[src/cctp_pkg.sv]
// Shared constants, types and arctangent table for the cartesian-to-polar CORDIC.
`default_nettype none
package cctp_pkg;

    localparam int DEF_ITERATIONS = 16;
    localparam int DEF_DATA_WIDTH = 16;

    localparam int IN_W  = 15;
    localparam int MAG_W = 15;
    localparam int ANG_W = 16;
    // angle accumulator: base angle plus full table sum stays well inside 18 bits
    localparam int ACC_W = 18;

    localparam int HALF_PI_Q13 = 12868;
    localparam int PI_Q13      = 25736;
    localparam int GAIN_Q16    = 39797;
    localparam int MAG_MAX     = 32767;

    typedef logic signed [ACC_W-1:0] ang_acc_t;

    // atan(2^-idx) in Q3.13, rounded to nearest
    function automatic ang_acc_t atan_q13(input int unsigned idx);
        ang_acc_t val;
        case (idx)
            0:       val = ACC_W'(6434);
            1:       val = ACC_W'(3798);
            2:       val = ACC_W'(2007);
            3:       val = ACC_W'(1019);
            4:       val = ACC_W'(511);
            5:       val = ACC_W'(256);
            6:       val = ACC_W'(128);
            7:       val = ACC_W'(64);
            8:       val = ACC_W'(32);
            9:       val = ACC_W'(16);
            10:      val = ACC_W'(8);
            11:      val = ACC_W'(4);
            12:      val = ACC_W'(2);
            13:      val = ACC_W'(1);
            default: val = '0;
        endcase
        return val;
    endfunction

endpackage
`default_nettype wire

[src/cctp_stage.sv]
// One registered CORDIC vectoring micro-rotation.
`default_nettype none
module cctp_stage
    import cctp_pkg::*;
#(
    parameter int W     = 22,
    parameter int SHIFT = 0
) (
    input  wire logic                aclk,
    input  wire logic                aresetn,
    input  wire logic                load,
    input  wire logic                in_valid,
    input  wire logic signed [W-1:0] x_in,
    input  wire logic signed [W-1:0] y_in,
    input  wire ang_acc_t            ang_in,
    output logic                     out_valid,
    output logic signed [W-1:0]      x_out,
    output logic signed [W-1:0]      y_out,
    output ang_acc_t                 ang_out
);

    localparam ang_acc_t ATAN = atan_q13(SHIFT);

    logic                valid_reg;
    logic signed [W-1:0] x_reg, y_reg, x_next, y_next;
    ang_acc_t            ang_reg, ang_next;
    logic signed [W-1:0] x_sh, y_sh;

    // arithmetic shift floors, as the rotation needs
    assign x_sh = x_in >>> SHIFT;
    assign y_sh = y_in >>> SHIFT;

    always_comb begin
        if (!y_in[W-1]) begin
            x_next   = x_in + y_sh;
            y_next   = y_in - x_sh;
            ang_next = ang_in + ATAN;
        end else begin
            x_next   = x_in - y_sh;
            y_next   = y_in + x_sh;
            ang_next = ang_in - ATAN;
        end
    end

    always_ff @(posedge aclk) begin
        if (!aresetn) begin
            valid_reg <= 1'b0;
        end else if (load) begin
            valid_reg <= in_valid;
        end
    end

    always_ff @(posedge aclk) begin
        if (load && in_valid) begin
            x_reg   <= x_next;
            y_reg   <= y_next;
            ang_reg <= ang_next;
        end
    end

    assign out_valid = valid_reg;
    assign x_out     = x_reg;
    assign y_out     = y_reg;
    assign ang_out   = ang_reg;

endmodule
`default_nettype wire

[src/cctp_scale.sv]
// Gain compensation, rounding and saturation: two register stages ending in the output register.
`default_nettype none
module cctp_scale
    import cctp_pkg::*;
#(
    parameter int W     = 22,
    parameter int GUARD = 4
) (
    input  wire logic                aclk,
    input  wire logic                aresetn,
    input  wire logic                in_valid,
    output logic                     in_ready,
    input  wire logic signed [W-1:0] x_in,
    input  wire ang_acc_t            ang_in,
    output logic                     m_valid,
    input  wire logic                m_ready,
    output logic [MAG_W-1:0]         m_magnitude,
    output logic signed [ANG_W-1:0]  m_angle
);

    // x is split into two narrow partial products
    localparam int LW = (GUARD > 0) ? GUARD : 1;
    localparam int HW = W - 1 - LW;
    localparam int PW = W + 16;

    localparam ang_acc_t PI_A   = ACC_W'(PI_Q13);
    localparam ang_acc_t M_PI_A = -ACC_W'(PI_Q13);
    localparam logic [15:0] GAIN = 16'(GAIN_Q16);

    logic load1, load2;
    logic v1_reg, v2_reg;

    logic [W-1:0]       x_c;
    logic [HW+15:0]     ph_reg, ph_next;
    logic [LW+15:0]     pl_reg, pl_next;
    logic signed [ANG_W-1:0] ang1_reg, ang1_next;

    logic [PW-1:0]      sum;
    logic [PW-17-GUARD:0] mag_full;
    logic [MAG_W-1:0]   mag_reg, mag_next;
    logic signed [ANG_W-1:0] ang2_reg;

    assign load2    = !v2_reg || m_ready;
    assign load1    = !v1_reg || load2;
    assign in_ready = load1;

    always_comb begin
        x_c     = x_in[W-1] ? '0 : x_in;
        ph_next = (HW+16)'(x_c[W-2:LW]) * (HW+16)'(GAIN);
        pl_next = (LW+16)'(x_c[LW-1:0]) * (LW+16)'(GAIN);
        if (ang_in > PI_A) begin
            ang1_next = ANG_W'(PI_A);
        end else if (ang_in < M_PI_A) begin
            ang1_next = ANG_W'(M_PI_A);
        end else begin
            ang1_next = ANG_W'(ang_in);
        end
    end

    always_comb begin
        sum      = (PW'(ph_reg) << LW) + PW'(pl_reg) + (PW'(1) << (15 + GUARD));
        mag_full = sum[PW-1:16+GUARD];
        if (|mag_full[PW-17-GUARD:MAG_W]) begin
            mag_next = MAG_W'(MAG_MAX);
        end else begin
            mag_next = mag_full[MAG_W-1:0];
        end
    end

    always_ff @(posedge aclk) begin
        if (!aresetn) begin
            v1_reg <= 1'b0;
            v2_reg <= 1'b0;
        end else begin
            if (load1) begin
                v1_reg <= in_valid;
            end
            if (load2) begin
                v2_reg <= v1_reg;
            end
        end
    end

    always_ff @(posedge aclk) begin
        if (load1 && in_valid) begin
            ph_reg   <= ph_next;
            pl_reg   <= pl_next;
            ang1_reg <= ang1_next;
        end
        if (load2 && v1_reg) begin
            mag_reg  <= mag_next;
            ang2_reg <= ang1_reg;
        end
    end

    assign m_valid     = v2_reg;
    assign m_magnitude = mag_reg;
    assign m_angle     = ang2_reg;

endmodule
`default_nettype wire

[src/cordic_cart_to_polar.sv]
// Cartesian-to-polar converter: CORDIC vectoring pipeline, one point per cycle unless m_ready stalls.
//
// Input channel s_valid/s_ready carries s_x_coord and s_y_coord (signed Q1.14).
// Result channel m_valid/m_ready carries m_magnitude (unsigned Q1.14, saturated)
// and m_angle (signed Q3.13 radians, clamped to +/-pi).
// Exactly one result per input transfer, in order.
//
// From input transfer to m_valid a point passes one stage for the +/-90 degree
// pre-rotation, one per micro-rotation, one for the gain partial products and
// one for rounding/saturation into the output register. Throughput is one point
// per clock unless m_ready stalls the output; each stage holds one point.
//
// Each stage carries its own valid bit and loads when it is empty or when the
// stage after it loads, so a stall on m_ready fills empty stages first and
// s_ready drops only once the whole pipeline is full. Nothing is lost or repeated.
// Synchronous reset (aresetn low) empties every stage; data registers are not
// cleared.
`default_nettype none
module cordic_cart_to_polar
    import cctp_pkg::*;
#(
    parameter int ITERATIONS = DEF_ITERATIONS,
    parameter int DATA_WIDTH = DEF_DATA_WIDTH
) (
    input  wire logic                    aclk,
    input  wire logic                    aresetn,
    input  wire logic                    s_valid,
    output logic                         s_ready,
    input  wire logic signed [IN_W-1:0]  s_x_coord,
    input  wire logic signed [IN_W-1:0]  s_y_coord,
    output logic                         m_valid,
    input  wire logic                    m_ready,
    output logic [MAG_W-1:0]             m_magnitude,
    output logic signed [ANG_W-1:0]      m_angle
);

    localparam int GUARD = DATA_WIDTH - 12;
    localparam int W     = 18 + GUARD;

    localparam ang_acc_t HALF_PI_A = ACC_W'(HALF_PI_Q13);

    logic                vld  [0:ITERATIONS];
    logic                ld   [0:ITERATIONS];
    logic signed [W-1:0] xs   [0:ITERATIONS];
    logic signed [W-1:0] ys   [0:ITERATIONS];
    ang_acc_t            angs [0:ITERATIONS];

    logic                sc_ready;

    // pre-rotation stage
    logic                v0_reg;
    logic signed [W-1:0] x0_reg, y0_reg, x0_next, y0_next;
    ang_acc_t            a0_reg, a0_next;
    logic signed [W-1:0] xi_w, yi_w;

    assign xi_w = W'(s_x_coord);
    assign yi_w = W'(s_y_coord);

    always_comb begin
        if (!s_y_coord[IN_W-1]) begin
            x0_next = yi_w <<< GUARD;
            y0_next = (-xi_w) <<< GUARD;
            a0_next = HALF_PI_A;
        end else begin
            x0_next = (-yi_w) <<< GUARD;
            y0_next = xi_w <<< GUARD;
            a0_next = -HALF_PI_A;
        end
    end

    always_ff @(posedge aclk) begin
        if (!aresetn) begin
            v0_reg <= 1'b0;
        end else if (ld[0]) begin
            v0_reg <= s_valid;
        end
    end

    always_ff @(posedge aclk) begin
        if (ld[0] && s_valid) begin
            x0_reg <= x0_next;
            y0_reg <= y0_next;
            a0_reg <= a0_next;
        end
    end

    assign vld[0]  = v0_reg;
    assign xs[0]   = x0_reg;
    assign ys[0]   = y0_reg;
    assign angs[0] = a0_reg;
    assign s_ready = ld[0];

    genvar k;
    generate
        for (k = 0; k <= ITERATIONS; k++) begin : g_load
            if (k == ITERATIONS) begin : g_last
                assign ld[k] = !vld[k] || sc_ready;
            end else begin : g_mid
                assign ld[k] = !vld[k] || ld[k+1];
            end
        end

        for (k = 0; k < ITERATIONS; k++) begin : g_rot
            cctp_stage #(
                .W     (W),
                .SHIFT (k)
            ) u_stage (
                .aclk      (aclk),
                .aresetn   (aresetn),
                .load      (ld[k+1]),
                .in_valid  (vld[k]),
                .x_in      (xs[k]),
                .y_in      (ys[k]),
                .ang_in    (angs[k]),
                .out_valid (vld[k+1]),
                .x_out     (xs[k+1]),
                .y_out     (ys[k+1]),
                .ang_out   (angs[k+1])
            );
        end
    endgenerate

    cctp_scale #(
        .W     (W),
        .GUARD (GUARD)
    ) u_scale (
        .aclk        (aclk),
        .aresetn     (aresetn),
        .in_valid    (vld[ITERATIONS]),
        .in_ready    (sc_ready),
        .x_in        (xs[ITERATIONS]),
        .ang_in      (angs[ITERATIONS]),
        .m_valid     (m_valid),
        .m_ready     (m_ready),
        .m_magnitude (m_magnitude),
        .m_angle     (m_angle)
    );

endmodule
`default_nettype wire

[config.mk]
export PLATFORM = sky130hd
export DESIGN_NAME = cordic_cart_to_polar
export DESIGN_NICKNAME = d
export VERILOG_FILES = /design/src/cctp_pkg.sv /design/src/cctp_stage.sv /design/src/cctp_scale.sv /design/src/cordic_cart_to_polar.sv
export SDC_FILE = /design/constraint.sdc
export NUM_CORES = 2
export LEC_CHECK = 0
export BUFFER_PORTS_ARGS = -buffer_cell sky130_fd_sc_hd__buf_4
export CORE_MARGIN = 8
export CORE_UTILIZATION = 53
export CTS_CLUSTER_DIAMETER = 50
export DETAILED_ROUTE_END_ITERATION = 8
export GPL_TIMING_DRIVEN = 0
export HOLD_SLACK_MARGIN = 0.02
export PLACE_DENSITY = 0.77
export SLEW_MARGIN = 10
export SYNTH_ARGS = -nofsm -noshare
export SYNTH_HDL_FRONTEND = slang
export SYNTH_SLANG_ARGS = --single-unit
[constraint.sdc]
create_clock -name aclk -period 7.6 [get_ports aclk]
set_clock_uncertainty 0.1 [all_clocks]
set_input_delay 0.76 -clock aclk [delete_from_list [all_inputs] [get_ports aclk]]
set_output_delay 0.76 -clock aclk [all_outputs]
set_load 0.005 [all_outputs]
* Yosys cells after proc, flatten, opt, wreduce, memory -nomap -nowiden
Cells that the tools add are included.
Operators by class: multiply operators 2, reduce and logical (&&, ||, !) cells 59, $add $sub $neg 93, $lt $le $gt $ge 2, multiplexer cells 50
Operator list (count):
- two-way mux 22 bit | 32
- two-way mux 18 bit | 16
- adder 22 x 10 -> 22 bit | 2
- adder 22 x 11 -> 22 bit | 2
- adder 22 x 12 -> 22 bit | 2
- adder 22 x 13 -> 22 bit | 2
- adder 22 x 14 -> 22 bit | 2
- adder 22 x 15 -> 22 bit | 2
- adder 22 x 16 -> 22 bit | 2
- adder 22 x 17 -> 22 bit | 2
- adder 22 x 18 -> 22 bit | 2
- adder 22 x 19 -> 22 bit | 2
- adder 22 x 20 -> 22 bit | 2
- adder 22 x 21 -> 22 bit | 2
- adder 22 x 8 -> 22 bit | 2
- adder 22 x 9 -> 22 bit | 2
- subtractor 22 x 10 -> 22 bit | 2
- subtractor 22 x 11 -> 22 bit | 2
- subtractor 22 x 12 -> 22 bit | 2
- subtractor 22 x 13 -> 22 bit | 2
- subtractor 22 x 14 -> 22 bit | 2
- subtractor 22 x 15 -> 22 bit | 2
- subtractor 22 x 16 -> 22 bit | 2
- subtractor 22 x 17 -> 22 bit | 2
- other kinds (50) | 114
Storage, ports and cells: bits of input ports 34, word-level logic and storage cells 282, register bits 1151

* Depth between registers and ports, before layout
depth after elaboration 21, mapped depth 26, mapped depth without buffers 25

* By module
A second synthesis with hierarchy kept.
Second synthesis, totals: cells, all modules 9645, area, all modules 96052.1 um^2
By module, submodules not included:
- cctp_scale | cells each 1000, times used 1, seq. area each 2922.8 um^2, area each 10630.2 um^2
- cctp_stage at g_rot[0].u_stage | cells each 700, times used 1, seq. area each 1851.8 um^2, area each 6232.2 um^2
- cctp_stage at g_rot[1].u_stage | cells each 589, times used 1, seq. area each 1881.8 um^2, area each 5571.6 um^2
- cctp_stage at g_rot[2].u_stage | cells each 569, times used 1, seq. area each 1881.8 um^2, area each 5522.8 um^2
- cctp_stage at g_rot[3].u_stage | cells each 555, times used 1, seq. area each 1881.8 um^2, area each 5469.0 um^2
- cctp_stage at g_rot[4].u_stage | cells each 552, times used 1, seq. area each 1881.8 um^2, area each 5437.7 um^2
- cctp_stage at g_rot[8].u_stage | cells each 549, times used 1, seq. area each 1881.8 um^2, area each 5311.3 um^2
- cctp_stage at g_rot[9].u_stage | cells each 538, times used 1, seq. area each 1881.8 um^2, area each 5230.0 um^2
- cctp_stage at g_rot[6].u_stage | cells each 519, times used 1, seq. area each 1881.8 um^2, area each 5201.2 um^2
- cctp_stage at g_rot[11].u_stage | cells each 530, times used 1, seq. area each 1881.8 um^2, area each 5173.7 um^2
- cctp_stage at g_rot[12].u_stage | cells each 532, times used 1, seq. area each 1881.8 um^2, area each 5163.7 um^2
- cctp_stage at g_rot[5].u_stage | cells each 499, times used 1, seq. area each 1881.8 um^2, area each 5091.1 um^2
- cctp_stage at g_rot[13].u_stage | cells each 492, times used 1, seq. area each 1881.8 um^2, area each 5052.3 um^2
- cctp_stage at g_rot[7].u_stage | cells each 507, times used 1, seq. area each 1881.8 um^2, area each 5042.3 um^2
- 4 more rows

* Worst setup path before layout
No wires, ideal clock.
path kind register -> register, from register g_rot[15].u_stage.x_reg[21], to register u_scale.ph_reg[32], data pin, stages on the path, launching flop included 25, setup slack 0.896 ns, library setup time 0.180 ns, clock period less this slack 6.704 ns, buffers on the path 1, required time 7.320 ns, data arrival time 6.424 ns, cells stage by stage edfxtp_1 clkbuf_1 nand2b_1 inv_1 fa_1 inv_1 fa_1 inv_1 fa_1 fa_1 fa_1 inv_1 fa_1 inv_1 ha_1 o21ai_0 nor2_1 o31a_1 nor4b_2 o21ai_1 o311a_1 o21a_1 o21a_1 o21a_1 o311ai_1
Between the ends: longest elaborated chain between the ends 2
RTL lines:
- start: declaration | line cctp_stage.sv:25 | logic signed [W-1:0] x_reg, y_reg, x_next, y_next;
- start signal: assignment | line cctp_stage.sv:55 | x_reg <= x_next;
- two-way mux 21 bit | line cctp_scale.sv:48 | x_c = x_in[W-1] ? '0 : x_in;
- multiplier 17 x 16 -> 33 bit | line cctp_scale.sv:49 | ph_next = (HW+16)'(x_c[W-2:LW]) * (HW+16)'(GAIN);
- named net u_scale.ph_next[32] | line cctp_scale.sv:34 | logic [HW+15:0] ph_reg, ph_next;
- end signal: assignment | line cctp_scale.sv:86 | ph_reg <= ph_next;
- end: declaration | line cctp_scale.sv:34
The timed path passes the listed nets, and every way through them passes these cells. A chain may end at the register's enable or synchronous reset.

* Final worst setup path
from register g_rot[15].u_stage.x_reg[21], to register u_scale.ph_reg[31], data pin
Same word-level chain as after synthesis.

==> qor.yml <==
number_of_antenna_violations_at_the_first_check_in_global_routing: 1
ant_nets: 0
synth.largest_area_cell: "edfxtp_1"
dr.max_layer_used: "met4"
status: "complete, no violations"
cts_tree: "yes"
grt_max_degree: 62
synth-seq-cells: 1069
post-route-cell-area_sq_um: 93500
drc: 0
internal_power_mw: 11.4
p_sw_share_pct: 25.4
tightestPinTransition_ps: 1070
synth_sequential_area_ratio_pct: 37.6
place.detailed.hpwl_um: 153000
worst-path-max-fanout: 6
worstSkewPairLatency_ps: 820
setup_tns_ps: 0
prevailing_post_synth_register_cell: "edfxtp_1"
final_replace_weighted_congestion: 0.910
tritoncts_num_sinks: 1069
netlist_area_sq_um: 84800
rsz0062_at_grt: "false"
setup_viol_count_final: 0
critPathMaxStageDelay_ps: 540
postSynthCellCount: 8439
io_pins: 67
fp.dieH_um: 416
area_growth_pct: 10.3
synth_top_area_share_pct: 37.2
drt-pass1-iter-count: 6
drt-wirelength-per-cell_um: 17.9
grt.total_usage_pct: 21.8
clock_path_buffers: 3
power_frac_clock_pct: 44.7
route.layer.met1.wl_um: 85000
overflow_after_grt: 0
max_cap_check_violation_count: 0
final_net_count: 9897
total_power_per_unit_cell_area_nw_per_um2: 163
critical_path_required_ps: 8110
vias: 63653
clk_pin_slew_ps: 60
dpl_cell_area_sq_um: 88500
drt_iter0_drc: 4775
number_of_enable_type_register_cells_in_the_synthesized_netlist: 1050
first_global_vias: 62802
cts_inserted_buffers: 139
post-route-min-period_ps: 7210
core_area_sq_um: 159000
vdd_drop_max_v: 0.000241
worst_slack_ps: 390
fin_crit_sh_pct: 94.9
met3_length_um: 9740
met2_wire_length_um: 94600
worst-setup-path-type: "reg -> reg"
share_seq_of_total_power_pct: 44.2
power.total_mw: 15.2
hold_path.class: "in -> reg"
async_flop_share_pct: 0
global_route_wire_length_before_repair_um: 317000
viasPerCell: 5.86
post-route-util_pct: 59.0
rows: 146
place.port_buffers: 64
antennaDiodeCount: 0
start_util_pct: 53.5
placement.setup.worst_slack_ps: -199
largest_register_ff_count: 342
main_area_contributors_after_synthesis: "edfxtp_1 (37%), ha_1 (15%), xnor2_1 (7.8%)"
netlist-cell-type-count: 99
p_sw_mw: 3.86
max_freq_mhz: 139
count_of_yosys_warnings_during_synthesis: 0
combPwrFrac_pct: 11.1
critical_path.endpoint_type: "register"
cp_slowest_cell: "fa_1"
dieWidth_um: 416
dieArea_sq_um: 173000
crit_path_start_kind: "register"
wl_um: 194000
cp_data_arrival_time_ps: 7720
hold_violations: 0
h-tree-depth: 4
power.leakage_nw: 38.2
number_of_pins_exceeding_their_max_slew_limit_in_the_final_report: 0
cts.root.buffer_cell: "clkbuf_16"
avgSynthCellArea_sq_um: 10.0
fraction_of_final_layout_cells_sized_beyond_drive_strength_1_pct: 5.33
worst_slew_margin_rel_pct: 27.6
power groups by stage:
stage | registers (mW) | clock network, mW | logic [mW]
floorplan | 6.81 | 0 | 1.30
global placement | 6.85 | 0 | 1.61
detailed placement | 6.84 | 0 | 1.66
CTS | 6.72 | 6.92 | 1.68
global route | 6.73 | 7.15 | 1.88
finish | 6.72 | 6.80 | 1.69
routing by layer:
metal	vias up	track usage (%)
met3	360	2.77
met2	1670	37.9
li1	31061	-
met5	-	0
met4	0	6.34
met1	30562	28.6
final cells by class:
cell class | count | area [sq um]
buffer | 103 | 407
clock buffer | 155 | 3540
clock inverter | 101 | 1320
fill | 12883 | 65100
inverter | 651 | 2450
multi-input combinational | 6618 | 50200
sequential | 1069 | 31900
tap | 2072 | 2590
timing repair buffer | 97 | 1060
what timing repair did:
item                                    CTS  global route
pin swaps                                 0             0
gates resized for setup                   2            19
hold buffers                              2             0
buffers inserted                          0             7
endpoints found under the hold margin     2             0
endpoints found under the setup margin    3             5
critical path: cells and delay by family, from the launching register on:
kind / cells / cell delay [ps]
adder cells (fa/ha/maj): 6 / 2890
flip-flops: 1 / 520
buffers and inverters: 7 / 730
AO/OA/AOI/OAI: 10 / 2210
AND/OR/NAND/NOR: 3 / 570
Yosys cell counts, types with 150 or more instances:
cell	number
a21oi_1	635
o21ai_0	214
nand2_1	380
nor2b_1	164
ha_1	1034
xnor2_1	756
a21o_1	173
nor2_1	829
edfxtp_1	1050
fa_1	150
nor3_1	317
xor2_1	343
nand3_1	159
inv_1	647
placed cells by master (no fill, tap or decap), drive strengths merged, types with 19 or more instances in the layout:
master | netlist | layout
edfxtp | 1050 | 1050
ha | 1034 | 1034
nor2 | 829 | 829
xnor2 | 756 | 756
inv | 649 | 667
a21oi | 637 | 637
nand2 | 380 | 380
xor2 | 344 | 344
o21ai | 337 | 337
nor3 | 317 | 317
clkbuf | 82 | 235
a21o | 173 | 173
nor2b | 164 | 164
nand3 | 159 | 159
fa | 150 | 150
buf | 22 | 118
o21a | 117 | 117
and3 | 111 | 111
nand2b | 99 | 99
o21bai | 81 | 81
or3 | 73 | 73
a31oi | 71 | 71
o41ai | 65 | 65
and2 | 61 | 61
clkinv | 2 | 57
a21boi | 55 | 55
nor4 | 54 | 54
a211oi | 53 | 53
o211ai | 44 | 44
o31ai | 33 | 33
or2 | 32 | 32
mux2 | 29 | 29
nor3b | 28 | 28
or4 | 27 | 27
o2111ai | 26 | 26
mux2i | 25 | 25
a2111oi | 21 | 21
a31o | 21 | 21
nand4 | 19 | 19
dfxtp | 19 | 19
cell families after synthesis:
family                     synth area share (%)
DFF                                        37.6
AOI/OAI and AO/OA                          14.4
buffers and inverters                      3.35
and+or+nand+nor                            13.7
other                                   0.00442
adders and majority gates                  18.8
muxes                                     0.681
xor gates and xnor gates                   11.4
path summary, 6_finish.rpt:
| check | start | to | slack (ps) | cells after the start |
|---|---|---|---|---|
| max | g_rot[15].u_stage.x_out[21]$_DFFE_PP_ | u_scale.ph_reg[31]$_DFFE_PP_ | 390 | 26 |
| min | s_y_coord[14] | a0_reg[16]$_DFFE_PP_ | 80 | 1 |
| max reg2reg | g_rot[15].u_stage.x_out[21]$_DFFE_PP_ | u_scale.ph_reg[31]$_DFFE_PP_ | 390 | 26 |
| min reg2reg | g_rot[6].u_stage.ang_out[4]$_DFFE_PP_ | g_rot[7].u_stage.ang_out[4]$_DFFE_PP_ | 300 | 0 |
metrics by stage:
stage,hold slack [ps],cells
floorplan,300,8442
global placement,301,10578
detailed placement,305,10602
CTS,33.3,10860
global route,55.4,10866
finish,81.3,10866
Note: power is estimated with default switching activity, not from simulation.
